[src/design/rrtt_pkg.sv]
`default_nettype none
// ---------------------------------------------------------------------------
// rrtt_pkg
// Types and constants shared by the round-robin task table and its cells.
// ---------------------------------------------------------------------------
package rrtt_pkg;

  // Widths of the transaction fields.
  localparam int FUNC_W   = 2;
  localparam int HANDLE_W = 32;
  localparam int IDX_W    = 4;
  localparam int STATUS_W = 2;
  localparam int ID_W     = 4;
  localparam int COUNT_W  = 5;

  // Width that holds any cell position or entry count up to the largest depth.
  localparam int MAX_W = 7;

  typedef enum logic [FUNC_W-1:0] {
    FUNC_START  = 2'd0,
    FUNC_STOP   = 2'd1,
    FUNC_REMOVE = 2'd2,
    FUNC_YIELD  = 2'd3
  } func_e;

  typedef enum logic [STATUS_W-1:0] {
    STATUS_OK    = 2'd0,
    STATUS_FULL  = 2'd1,
    STATUS_RANGE = 2'd2,
    STATUS_NONE  = 2'd3
  } status_e;

  typedef enum logic [1:0] {
    SEQ_IDLE,
    SEQ_WRAP,
    SEQ_SCAN,
    SEQ_RESP
  } seq_state_e;

  typedef struct packed {
    logic [HANDLE_W-1:0] handle;
    logic                active;
    logic [ID_W-1:0]     id;
  } entry_t;

  // Command broadcast to every cell; only checked operations are flagged.
  typedef struct packed {
    logic                start;
    logic                stop;
    logic                remove;
    logic [MAX_W-1:0]    count;
    logic [MAX_W-1:0]    index;
    logic [HANDLE_W-1:0] handle;
  } cell_cmd_t;

endpackage
`default_nettype wire

[src/design/round_robin_task_table.sv]
`default_nettype none
// ---------------------------------------------------------------------------
// round_robin_task_table
// Round-robin task table built as a row of entry cells with a small
// sequencer for the yield search.
// ---------------------------------------------------------------------------
// Usage: one request channel (func_i, handle_i, task_index_i with
// in_valid_i/in_ready_o) and one response channel (status_o,
// current_index_o, current_handle_o, current_id_o, entry_count_o with
// out_valid_o/out_ready_i). Every request produces exactly one response.
// Start, stop and remove update the cells at the accepting edge; the
// response is registered from the response state once the output register
// is free. Remove shifts the cells down at that same edge, each cell taking
// its neighbor's entry. Yield first reduces (current+1) mod count in wrap
// steps of one subtraction each, then hands over to the scan, which checks
// one cell per cycle, wrapping at count, until it finds an active entry or
// has visited all count entries. A yield on an empty table needs no search
// and goes straight to the response. Requests are taken one at a time;
// in_ready_o is high only while no request is in progress, and a response
// may still wait in the output register meanwhile. If the receiver stalls,
// the next response waits in the sequencer until the output register frees
// up. Reset empties the table and sets the current pointer to zero.
// ---------------------------------------------------------------------------
module round_robin_task_table #(
  parameter int TABLE_DEPTH = 16
) (
  input  logic                             clk_i,
  input  logic                             rst_ni,
  input  logic                             in_valid_i,
  output logic                             in_ready_o,
  input  logic [rrtt_pkg::FUNC_W-1:0]      func_i,
  input  logic [rrtt_pkg::HANDLE_W-1:0]    handle_i,
  input  logic [rrtt_pkg::IDX_W-1:0]       task_index_i,
  output logic                             out_valid_o,
  input  logic                             out_ready_i,
  output logic [rrtt_pkg::STATUS_W-1:0]    status_o,
  output logic [rrtt_pkg::IDX_W-1:0]       current_index_o,
  output logic [rrtt_pkg::HANDLE_W-1:0]    current_handle_o,
  output logic [rrtt_pkg::ID_W-1:0]        current_id_o,
  output logic [rrtt_pkg::COUNT_W-1:0]     entry_count_o
);
  import rrtt_pkg::*;

  localparam int CNT_W = $clog2(TABLE_DEPTH + 1);
  localparam int PTR_W = $clog2(TABLE_DEPTH);

  seq_state_e          state_q, state_d;
  logic [CNT_W-1:0]    count_q, count_d;
  logic [PTR_W-1:0]    current_q, current_d;
  logic [CNT_W-1:0]    pos_q, pos_d;
  logic [CNT_W-1:0]    scan_q, scan_d;
  status_e             status_q, status_d;
  logic                out_valid_q, out_valid_d;
  logic [STATUS_W-1:0] out_status_q, out_status_d;
  logic [IDX_W-1:0]    out_index_q, out_index_d;
  logic [HANDLE_W-1:0] out_handle_q, out_handle_d;
  logic [ID_W-1:0]     out_id_q, out_id_d;
  logic [COUNT_W-1:0]  out_count_q, out_count_d;

  entry_t    cells [TABLE_DEPTH];
  cell_cmd_t cmd;

  logic             accept;
  func_e            func;
  logic [MAX_W-1:0] count_ext;
  logic [MAX_W-1:0] idx_ext;
  logic [MAX_W-1:0] cur_ext;
  logic             is_full;
  logic             in_range;
  logic             cur_valid;
  entry_t           cur_entry;
  entry_t           scan_entry;
  logic [CNT_W-1:0] pos_inc;

  assign in_ready_o = state_q == SEQ_IDLE;
  assign accept     = in_valid_i && in_ready_o;
  assign func       = func_e'(func_i);
  assign count_ext  = MAX_W'(count_q);
  assign idx_ext    = MAX_W'(task_index_i);
  assign cur_ext    = MAX_W'(current_q);
  assign is_full    = count_q == CNT_W'(TABLE_DEPTH);
  assign in_range   = idx_ext < count_ext;
  assign cur_valid  = cur_ext < count_ext;
  assign cur_entry  = cells[current_q];
  assign scan_entry = cells[pos_q[PTR_W-1:0]];
  assign pos_inc    = pos_q + CNT_W'(1);

  assign cmd.start  = accept && (func == FUNC_START) && !is_full;
  assign cmd.stop   = accept && (func == FUNC_STOP) && in_range;
  assign cmd.remove = accept && (func == FUNC_REMOVE) && in_range;
  assign cmd.count  = count_ext;
  assign cmd.index  = idx_ext;
  assign cmd.handle = handle_i;

  for (genvar i = 0; i < TABLE_DEPTH; i++) begin : g_cell
    entry_t next_entry;
    if (i < TABLE_DEPTH - 1) begin : g_inner
      assign next_entry = cells[i+1];
    end else begin : g_last
      assign next_entry = '0;
    end
    rrtt_cell u_cell (
      .clk_i      (clk_i),
      .rst_ni     (rst_ni),
      .cmd_i      (cmd),
      .cell_idx_i (MAX_W'(i)),
      .next_i     (next_entry),
      .entry_o    (cells[i])
    );
  end

  always_comb begin
    state_d      = state_q;
    count_d      = count_q;
    current_d    = current_q;
    pos_d        = pos_q;
    scan_d       = scan_q;
    status_d     = status_q;
    out_valid_d  = out_valid_q && !out_ready_i;
    out_status_d = out_status_q;
    out_index_d  = out_index_q;
    out_handle_d = out_handle_q;
    out_id_d     = out_id_q;
    out_count_d  = out_count_q;

    case (state_q)
      SEQ_IDLE: begin
        if (accept) begin
          state_d  = SEQ_RESP;
          status_d = STATUS_OK;
          case (func)
            FUNC_START: begin
              if (is_full) begin
                status_d = STATUS_FULL;
              end else begin
                count_d = count_q + CNT_W'(1);
              end
            end
            FUNC_STOP: begin
              if (!in_range) begin
                status_d = STATUS_RANGE;
              end
            end
            FUNC_REMOVE: begin
              if (!in_range) begin
                status_d = STATUS_RANGE;
              end else begin
                count_d = count_q - CNT_W'(1);
              end
            end
            default: begin
              if (count_q == '0) begin
                status_d = STATUS_NONE;
              end else begin
                pos_d   = CNT_W'(current_q) + CNT_W'(1);
                scan_d  = '0;
                state_d = SEQ_WRAP;
              end
            end
          endcase
        end
      end
      SEQ_WRAP: begin
        // The pointer can sit far beyond the count after removes.
        if (pos_q >= count_q) begin
          pos_d = pos_q - count_q;
        end else begin
          state_d = SEQ_SCAN;
        end
      end
      SEQ_SCAN: begin
        if (scan_entry.active) begin
          current_d = pos_q[PTR_W-1:0];
          status_d  = STATUS_OK;
          state_d   = SEQ_RESP;
        end else if (scan_q + CNT_W'(1) == count_q) begin
          status_d = STATUS_NONE;
          state_d  = SEQ_RESP;
        end else begin
          pos_d  = (pos_inc == count_q) ? '0 : pos_inc;
          scan_d = scan_q + CNT_W'(1);
        end
      end
      SEQ_RESP: begin
        if (!out_valid_q || out_ready_i) begin
          out_valid_d  = 1'b1;
          out_status_d = status_q;
          out_index_d  = cur_ext[IDX_W-1:0];
          out_handle_d = cur_valid ? cur_entry.handle : '0;
          out_id_d     = cur_valid ? cur_entry.id : '0;
          out_count_d  = count_ext[COUNT_W-1:0];
          state_d      = SEQ_IDLE;
        end
      end
      default: begin
        state_d = SEQ_IDLE;
      end
    endcase
  end

  always_ff @(posedge clk_i or negedge rst_ni) begin
    if (!rst_ni) begin
      state_q     <= SEQ_IDLE;
      count_q     <= '0;
      current_q   <= '0;
      out_valid_q <= 1'b0;
    end else begin
      state_q     <= state_d;
      count_q     <= count_d;
      current_q   <= current_d;
      out_valid_q <= out_valid_d;
    end
  end

  always_ff @(posedge clk_i) begin
    pos_q        <= pos_d;
    scan_q       <= scan_d;
    status_q     <= status_d;
    out_status_q <= out_status_d;
    out_index_q  <= out_index_d;
    out_handle_q <= out_handle_d;
    out_id_q     <= out_id_d;
    out_count_q  <= out_count_d;
  end

  assign out_valid_o      = out_valid_q;
  assign status_o         = out_status_q;
  assign current_index_o  = out_index_q;
  assign current_handle_o = out_handle_q;
  assign current_id_o     = out_id_q;
  assign entry_count_o    = out_count_q;

  // The entry count never grows past the number of cells.
  a_count_bound : assert property (@(posedge clk_i) disable iff (!rst_ni)
    count_q <= CNT_W'(TABLE_DEPTH))
    else $error("entry count exceeds table depth");

  // The count only changes on the edge that accepts a request.
  a_count_on_accept : assert property (@(posedge clk_i) disable iff (!rst_ni)
    (count_q != count_d) |-> accept)
    else $error("entry count changed without a request");

  // An accepted request always leaves the idle state, so its response is owed.
  a_accept_busy : assert property (@(posedge clk_i) disable iff (!rst_ni)
    accept |=> (state_q != SEQ_IDLE))
    else $error("accepted request left no work in progress");

  // A new response is only loaded from the response state.
  a_resp_source : assert property (@(posedge clk_i) disable iff (!rst_ni)
    (out_valid_d && (!out_valid_q || out_ready_i)) |-> (state_q == SEQ_RESP))
    else $error("response loaded outside the response state");

  // The scan position always addresses a live entry.
  a_scan_range : assert property (@(posedge clk_i) disable iff (!rst_ni)
    (state_q == SEQ_SCAN) |-> ((pos_q < count_q) && (scan_q < count_q)))
    else $error("scan position outside the table");

endmodule
`default_nettype wire

[src/design/rrtt_cell.sv]
`default_nettype none
// ---------------------------------------------------------------------------
// rrtt_cell
// One task entry: handle, active flag and id. On a remove it takes the
// entry of its upper neighbor when it lies between the removed slot and
// the end of the table.
// ---------------------------------------------------------------------------
module rrtt_cell (
  input  logic                           clk_i,
  input  logic                           rst_ni,
  input  rrtt_pkg::cell_cmd_t            cmd_i,
  input  logic [rrtt_pkg::MAX_W-1:0]     cell_idx_i,
  input  rrtt_pkg::entry_t               next_i,
  output rrtt_pkg::entry_t               entry_o
);
  import rrtt_pkg::*;

  logic                active_q, active_d;
  logic [HANDLE_W-1:0] handle_q, handle_d;
  logic [ID_W-1:0]     id_q, id_d;

  logic [MAX_W-1:0] idx_plus;
  logic             is_append;
  logic             is_hit;
  logic             is_shift;
  logic             is_tail;

  assign idx_plus  = cell_idx_i + MAX_W'(1);
  assign is_append = cmd_i.start && (cell_idx_i == cmd_i.count);
  assign is_hit    = cell_idx_i == cmd_i.index;
  assign is_shift  = cmd_i.remove && (cell_idx_i >= cmd_i.index) && (idx_plus < cmd_i.count);
  assign is_tail   = cmd_i.remove && (idx_plus == cmd_i.count);

  always_comb begin
    active_d = active_q;
    handle_d = handle_q;
    id_d     = id_q;
    if (is_append) begin
      active_d = 1'b1;
      handle_d = cmd_i.handle;
      id_d     = cmd_i.count[ID_W-1:0];
    end else if (cmd_i.stop && is_hit) begin
      active_d = 1'b0;
    end else if (is_shift) begin
      active_d = next_i.active;
      handle_d = next_i.handle;
      id_d     = next_i.id;
    end else if (is_tail) begin
      // The slot freed at the end of the table goes inactive.
      active_d = 1'b0;
    end
  end

  always_ff @(posedge clk_i or negedge rst_ni) begin
    if (!rst_ni) begin
      active_q <= 1'b0;
    end else begin
      active_q <= active_d;
    end
  end

  always_ff @(posedge clk_i) begin
    handle_q <= handle_d;
    id_q     <= id_d;
  end

  assign entry_o.handle = handle_q;
  assign entry_o.active = active_q;
  assign entry_o.id     = id_q;

endmodule
`default_nettype wire

[config.mk]
export PLATFORM = sky130hd
export DESIGN_NAME = round_robin_task_table
export DESIGN_NICKNAME = d
export VERILOG_FILES = /design/src/design/rrtt_pkg.sv /design/src/design/round_robin_task_table.sv /design/src/design/rrtt_cell.sv
export SDC_FILE = /design/constraint.sdc
export NUM_CORES = 1
export LEC_CHECK = 0
export BUFFER_PORTS_ARGS = -buffer_cell sky130_fd_sc_hd__buf_2
export CELL_PAD_IN_SITES_DETAIL_PLACEMENT = 0
export CELL_PAD_IN_SITES_GLOBAL_PLACEMENT = 1
export CORE_MARGIN = 10
export CORE_UTILIZATION = 36
export DETAILED_ROUTE_END_ITERATION = 6
export PLACE_DENSITY_LB_ADDON = 0.3
export SLEW_MARGIN = 10
export SYNTH_ARGS = -nofsm -noshare
export SYNTH_HDL_FRONTEND = slang
export SYNTH_SLANG_ARGS = --single-unit
[constraint.sdc]
create_clock -name clk_i -period 11.96 [get_ports clk_i]
set_input_delay 1.794 -clock clk_i [delete_from_list [all_inputs] [get_ports clk_i]]
set_output_delay 1.794 -clock clk_i [all_outputs]
set_load 0.005 [all_outputs]
==> impl_results.md <==
* Run status: finished, final reports clean
* All-Layer GR Usage at between 15 and 20%
* Number of buffers added for setup after CTS at 0
* ANT nets after route at 0
* Data required time at the worst endpoint at approximately 12 ns
* Most used routing layer in global routing: met2
* Synth Cell Area at 0.0337 sq mm
* Total Die Area at 0.106 sq mm
* Dominant cells by area after synthesis: edfxtp_1 (57%), mux2_2 (16%), mux4_2 (5.1%)
* Detailed placer's ending HPWL at 56700 um
* Root Buffer: clkbuf_16
* Number of clock sinks at approximately 660
* Number of global-route vias before repair at ~21000
* Ratio of cells with drive above 1 in the final layout at 36.8%
* Post-DP Area at between 0.03 and 0.04 sq mm
* Post-synth ARST share at approximately 4.2%
* Aggregate global routing overflow at 0
* Worst R2R Path Depth at 8
* Normalized max-slew margin at just under 20%
* Seq. cell area at a little under 0.02 sq mm
* Filler cell count in the final layout at roughly 8500
* Internal power at 4.94 mW
* Count of different cell masters after synthesis at 75
* Net Count, Synth at about 2400
* Wirelength, routed at roughly 97000 um
* Syn-to-layout area delta at 12.6%
* RSZ-0062 raised after global routing: no
* Worst-case vdd ir drop at ~0.00011 V
* Initial cell density of the core at 36.2%
* Number of primary I/O pins at 91
* Final setup TNS at 0 ns
* Number of synthesis warnings at 0
* Clock latency at the later pin of the worst-skew pair at between 0.6 and 0.7 ns
* Global-route wire length before repair at around 140000 um
* Cells traversed along the worst timing path: buf_2 -> inv_1 -> ha_1 -> nand3_2 -> nor3_4 -> buf_4 -> nand2_2 -> buf_4 -> nand2_2 -> buf_4
* Final period util at a little under two fifths
* Count of flip-flops with a built-in enable after synthesis at between 600 and 700
* Slowest CP cell: nand2_2
* RD Place Congestion at around 0.84
* Yosys reg bits at 663
* Clock-pin slew reported for the worst setup and hold paths after clock tree synthesis at 0.05 ns
* Register-to-register path setup slack at 7.59 ns
* Final setup fails at 0
* Total power divided by cell area at ~200 mW/mm^2
* TritonCTS clock tree: yes
* Crit path to: g_cell[14].u_cell.handle_q[1]
* Routing usage on met3 at approximately 2.6%
* Placed cells at between 3000 and 4000
* Largest net degree at the start of global routing at 59
* Dominant delay contributor by cell family on the critical path: buffers and inverters
* CP arrival at 4.72 ns
* Largest incremental delay on the critical path at 0.63 ns
* Max H-tree Level at 3
* Number of CTS-inserted buffers at 77
* Final instance count without filler cells at around 3600
* Share of power burned in registers at 39.2%
* 1st-pass router iterations at 6
* Number of pins exceeding their max-slew limit in the final report at 0
* Slew at the pin closest to its max-slew limit at between 1 and 1.5 ns
* Critical path start-end classification: primary input to flip-flop
* Met2 capacity usage during global routing at around 30%
* Logic gate share of total power at between 20% and 30%
* Share of synthesized area occupied by flip-flops and latches at 58.7%
* Largest clock skew in the final design at ~0.023 ns
* Total vias in the final route at 20300
* Hold violation total from the final report at 0
* Number of antenna violations at the first check in global routing at 5
* Clock network power share at between 30% and 40%
* Vert. Die Dim at 326 um
* Net switching power of the design at ~2.5 mW
* Peak fanout along the critical path at 40
* Area share of the largest cell type after synthesis at a little under three fifths
* I/O Buffers at 90
* Kind of path behind the tightest hold check: flip-flop to flip-flop
* Most numerous cell on the critical path: buf_4
* Detailed-route wire length per cell at between 20 and 30 um
* Bufs on Longest Clock Path at 3
* Multi-input gate area at 0.0132 sq mm
* Critical path capture point type: flip-flop
* Number of nets in the finished design at ~2400
* Area inside the core boundary at between 0.09 and 0.1 sq mm
* Min cycle time layout at 4.42 ns
* Critical path startpoint: func_i[0]
* Switching part of the total power at approximately 34%
* Layout Cell Area excl Fill at about 0.038 sq mm
* Highest clock frequency the design can meet at 226 MHz
* Cell count after synthesis at 2289
* Path length in cells of the critical path at 10
* Prevailing post-synth register cell: edfxtp_1
* Leak Pwr at between 10 and 15 nW
* Remaining design rule violation count at 0
* Avg Vias per Cell at ~5.6
* Worst r2r dst: current_handle_o[30]
* Worst reg2reg startpoint: current_q[0]
* Startpoint class of the critical path: primary input
* Chip Width at around 330 um
* Met1 Track Usage GR at roughly a quarter
* Number of max-capacitance violations reported at 0
* Worst-case setup margin in the final layout at between 7 and 8 ns
* Synth Area per Inst at roughly 15 sq um
* CTS resizes at 0
* Worst setup timing slack at the placement stage at ~7 ns
* Count of hold-fix buffers inserted at cts at 0
* Largest area contributor in the synthesized netlist: edfxtp_1
* Site Rows at approximately 110
* Hold Path Cell Cnt at 0
* Count of routing violations after the opening detailed-route iteration at around 1500
* Critical path buffers and inverters at 5
final cells by class:
type / instances / area share (%)
diodes: 1 / 0.00660
clock buffers: 89 / 5.40
clock inverters: 52 / 1.11
inverters: 31 / 0.307
multi-input cells: 1411 / 34.8
flip-flops and latches: 663 / 52.2
well taps: 1254 / 4.14
repair buffers: 134 / 2.06
sequential cells by signal, summed over array words and instances (netlist names):
name                    cells
count_q                     5
current_handle_o           32
current_id_o                4
current_index_o             4
current_q                   4
entry_count_o               5
g_cell.u_cell.active_q     16
g_cell.u_cell.handle_q    512
g_cell.u_cell.id_q         64
out_valid_o                 1
pos_q                       5
scan_q                      5
state_q                     2
status_o                    2
status_q                    2
cell usage after synthesis (4+ instances only):
cell	instances
o21ai_0	91
nor4_1	4
a32oi_1	5
or2_2	13
clkbuf_1	102
inv_1	28
a31oi_1	5
nand2b_1	19
and3_1	38
a21boi_0	4
nor2_1	97
a211oi_1	38
o221ai_1	42
nand3_1	16
buf_4	6
nor3_1	7
buf_2	69
mux2_2	485
a21o_1	9
o22ai_1	39
nand4_1	4
xnor2_1	16
nand2_1	108
a21oi_1	17
xor2_1	9
o31ai_1	4
buf_1	5
mux4_2	76
ha_1	28
dfrtp_1	28
nor2b_1	8
edfxtp_1	635
o211ai_1	6
and2_1	19
mux2i_1	150
metal layers:
metal / wire, um / up-vias / part of all wire [%]
met5: 0 / - / 0
met4: 2580 / 0 / 2.6
met3: 4840 / 157 / 5.0
met2: 47000 / 595 / 48
met1: 42900 / 10500 / 44
li1: - / 9039 / -
worst min path at each step:
stage	end	startpoint	slack (ns)
5_1_grt	status_o[0]	status_q[0]	0.42
4_1_cts	status_o[1]	status_q[1]	0.42
3_5_place_dp	status_o[1]	status_q[1]	0.41
6_report	status_o[0]	status_q[0]	0.42
2_1_floorplan	status_o[0]	status_q[0]	0.40
3_3_place_gp	status_o[1]	status_q[1]	0.41
power groups by stage:
stage	Sequential, mW	Clock, mW	Combinational [mW]
6_report	2.92	2.33	2.20
5_1_grt	2.94	2.48	2.38
4_1_cts	2.93	2.40	2.23
3_5_place_dp	2.97	0	2.21
3_3_place_gp	2.97	0	2.20
2_1_floorplan	2.87	0	1.51
metrics by stage:
step	total power, mW	util, %	hold WS (ns)
global placement	5.17	38.1	0.405
detailed placement	5.19	38.1	0.408
CTS	7.55	40.7	0.422
global route	7.81	40.7	0.425
floorplan	4.38	-	0.400
finish	7.45	40.7	0.419
cells in the final DEF (no fill, tap or decap), drive strengths merged, types with 4 or more instances in the layout:
| cell type | count |
|---|---|
| o21ai | 95 |
| or2 | 13 |
| inv | 30 |
| o31ai | 4 |
| clkbuf | 89 |
| nor2 | 99 |
| o211ai | 6 |
| nor2b | 8 |
| nand2b | 20 |
| edfxtp | 635 |
| and3 | 38 |
| bufinv | 6 |
| clkinv | 44 |
| ha | 28 |
| a211oi | 38 |
| mux4 | 76 |
| dfrtp | 28 |
| buf | 134 |
| a21o | 9 |
| a2111oi | 4 |
| nand2 | 108 |
| mux2i | 150 |
| xor2 | 9 |
| a21oi | 18 |
| xnor2 | 16 |
| o221ai | 42 |
| o22ai | 39 |
| nor4 | 4 |
| a31o | 4 |
| and2 | 19 |
| a31oi | 5 |
| nand4 | 4 |
| nand3 | 17 |
| a32oi | 5 |
| nor3 | 9 |
| mux2 | 485 |
| a21boi | 5 |
worst reg2reg max path, stage by stage (launching register included):
cell,delay [ns]
dfrtp_4,0.76
buf_4,0.92
buf_4,0.96
mux2i_1,0.19
nor2_1,0.12
nor2_1,0.05
o21ai_0,0.14
o22ai_1,0.14
a211oi_1,0.77
cells by family (layout without fill, tap and decap cells):
| group | Yosys count | after routing | synth area share [%] |
|---|---|---|---|
| xor gates and xnor gates | 25 | 25 | 0.650 |
| buffers and inverters | 215 | 306 | 2.73 |
| adders and majority gates | 29 | 29 | 1.10 |
| AOI/OAI and AO/OA | 300 | 300 | 6.14 |
| and+or+nand+nor | 346 | 346 | 4.93 |
| muxes | 711 | 711 | 25.8 |
| other | 0 | 1 | 0 |
| DFF | 663 | 663 | 58.7 |
Power figures use the tool's default switching activity.
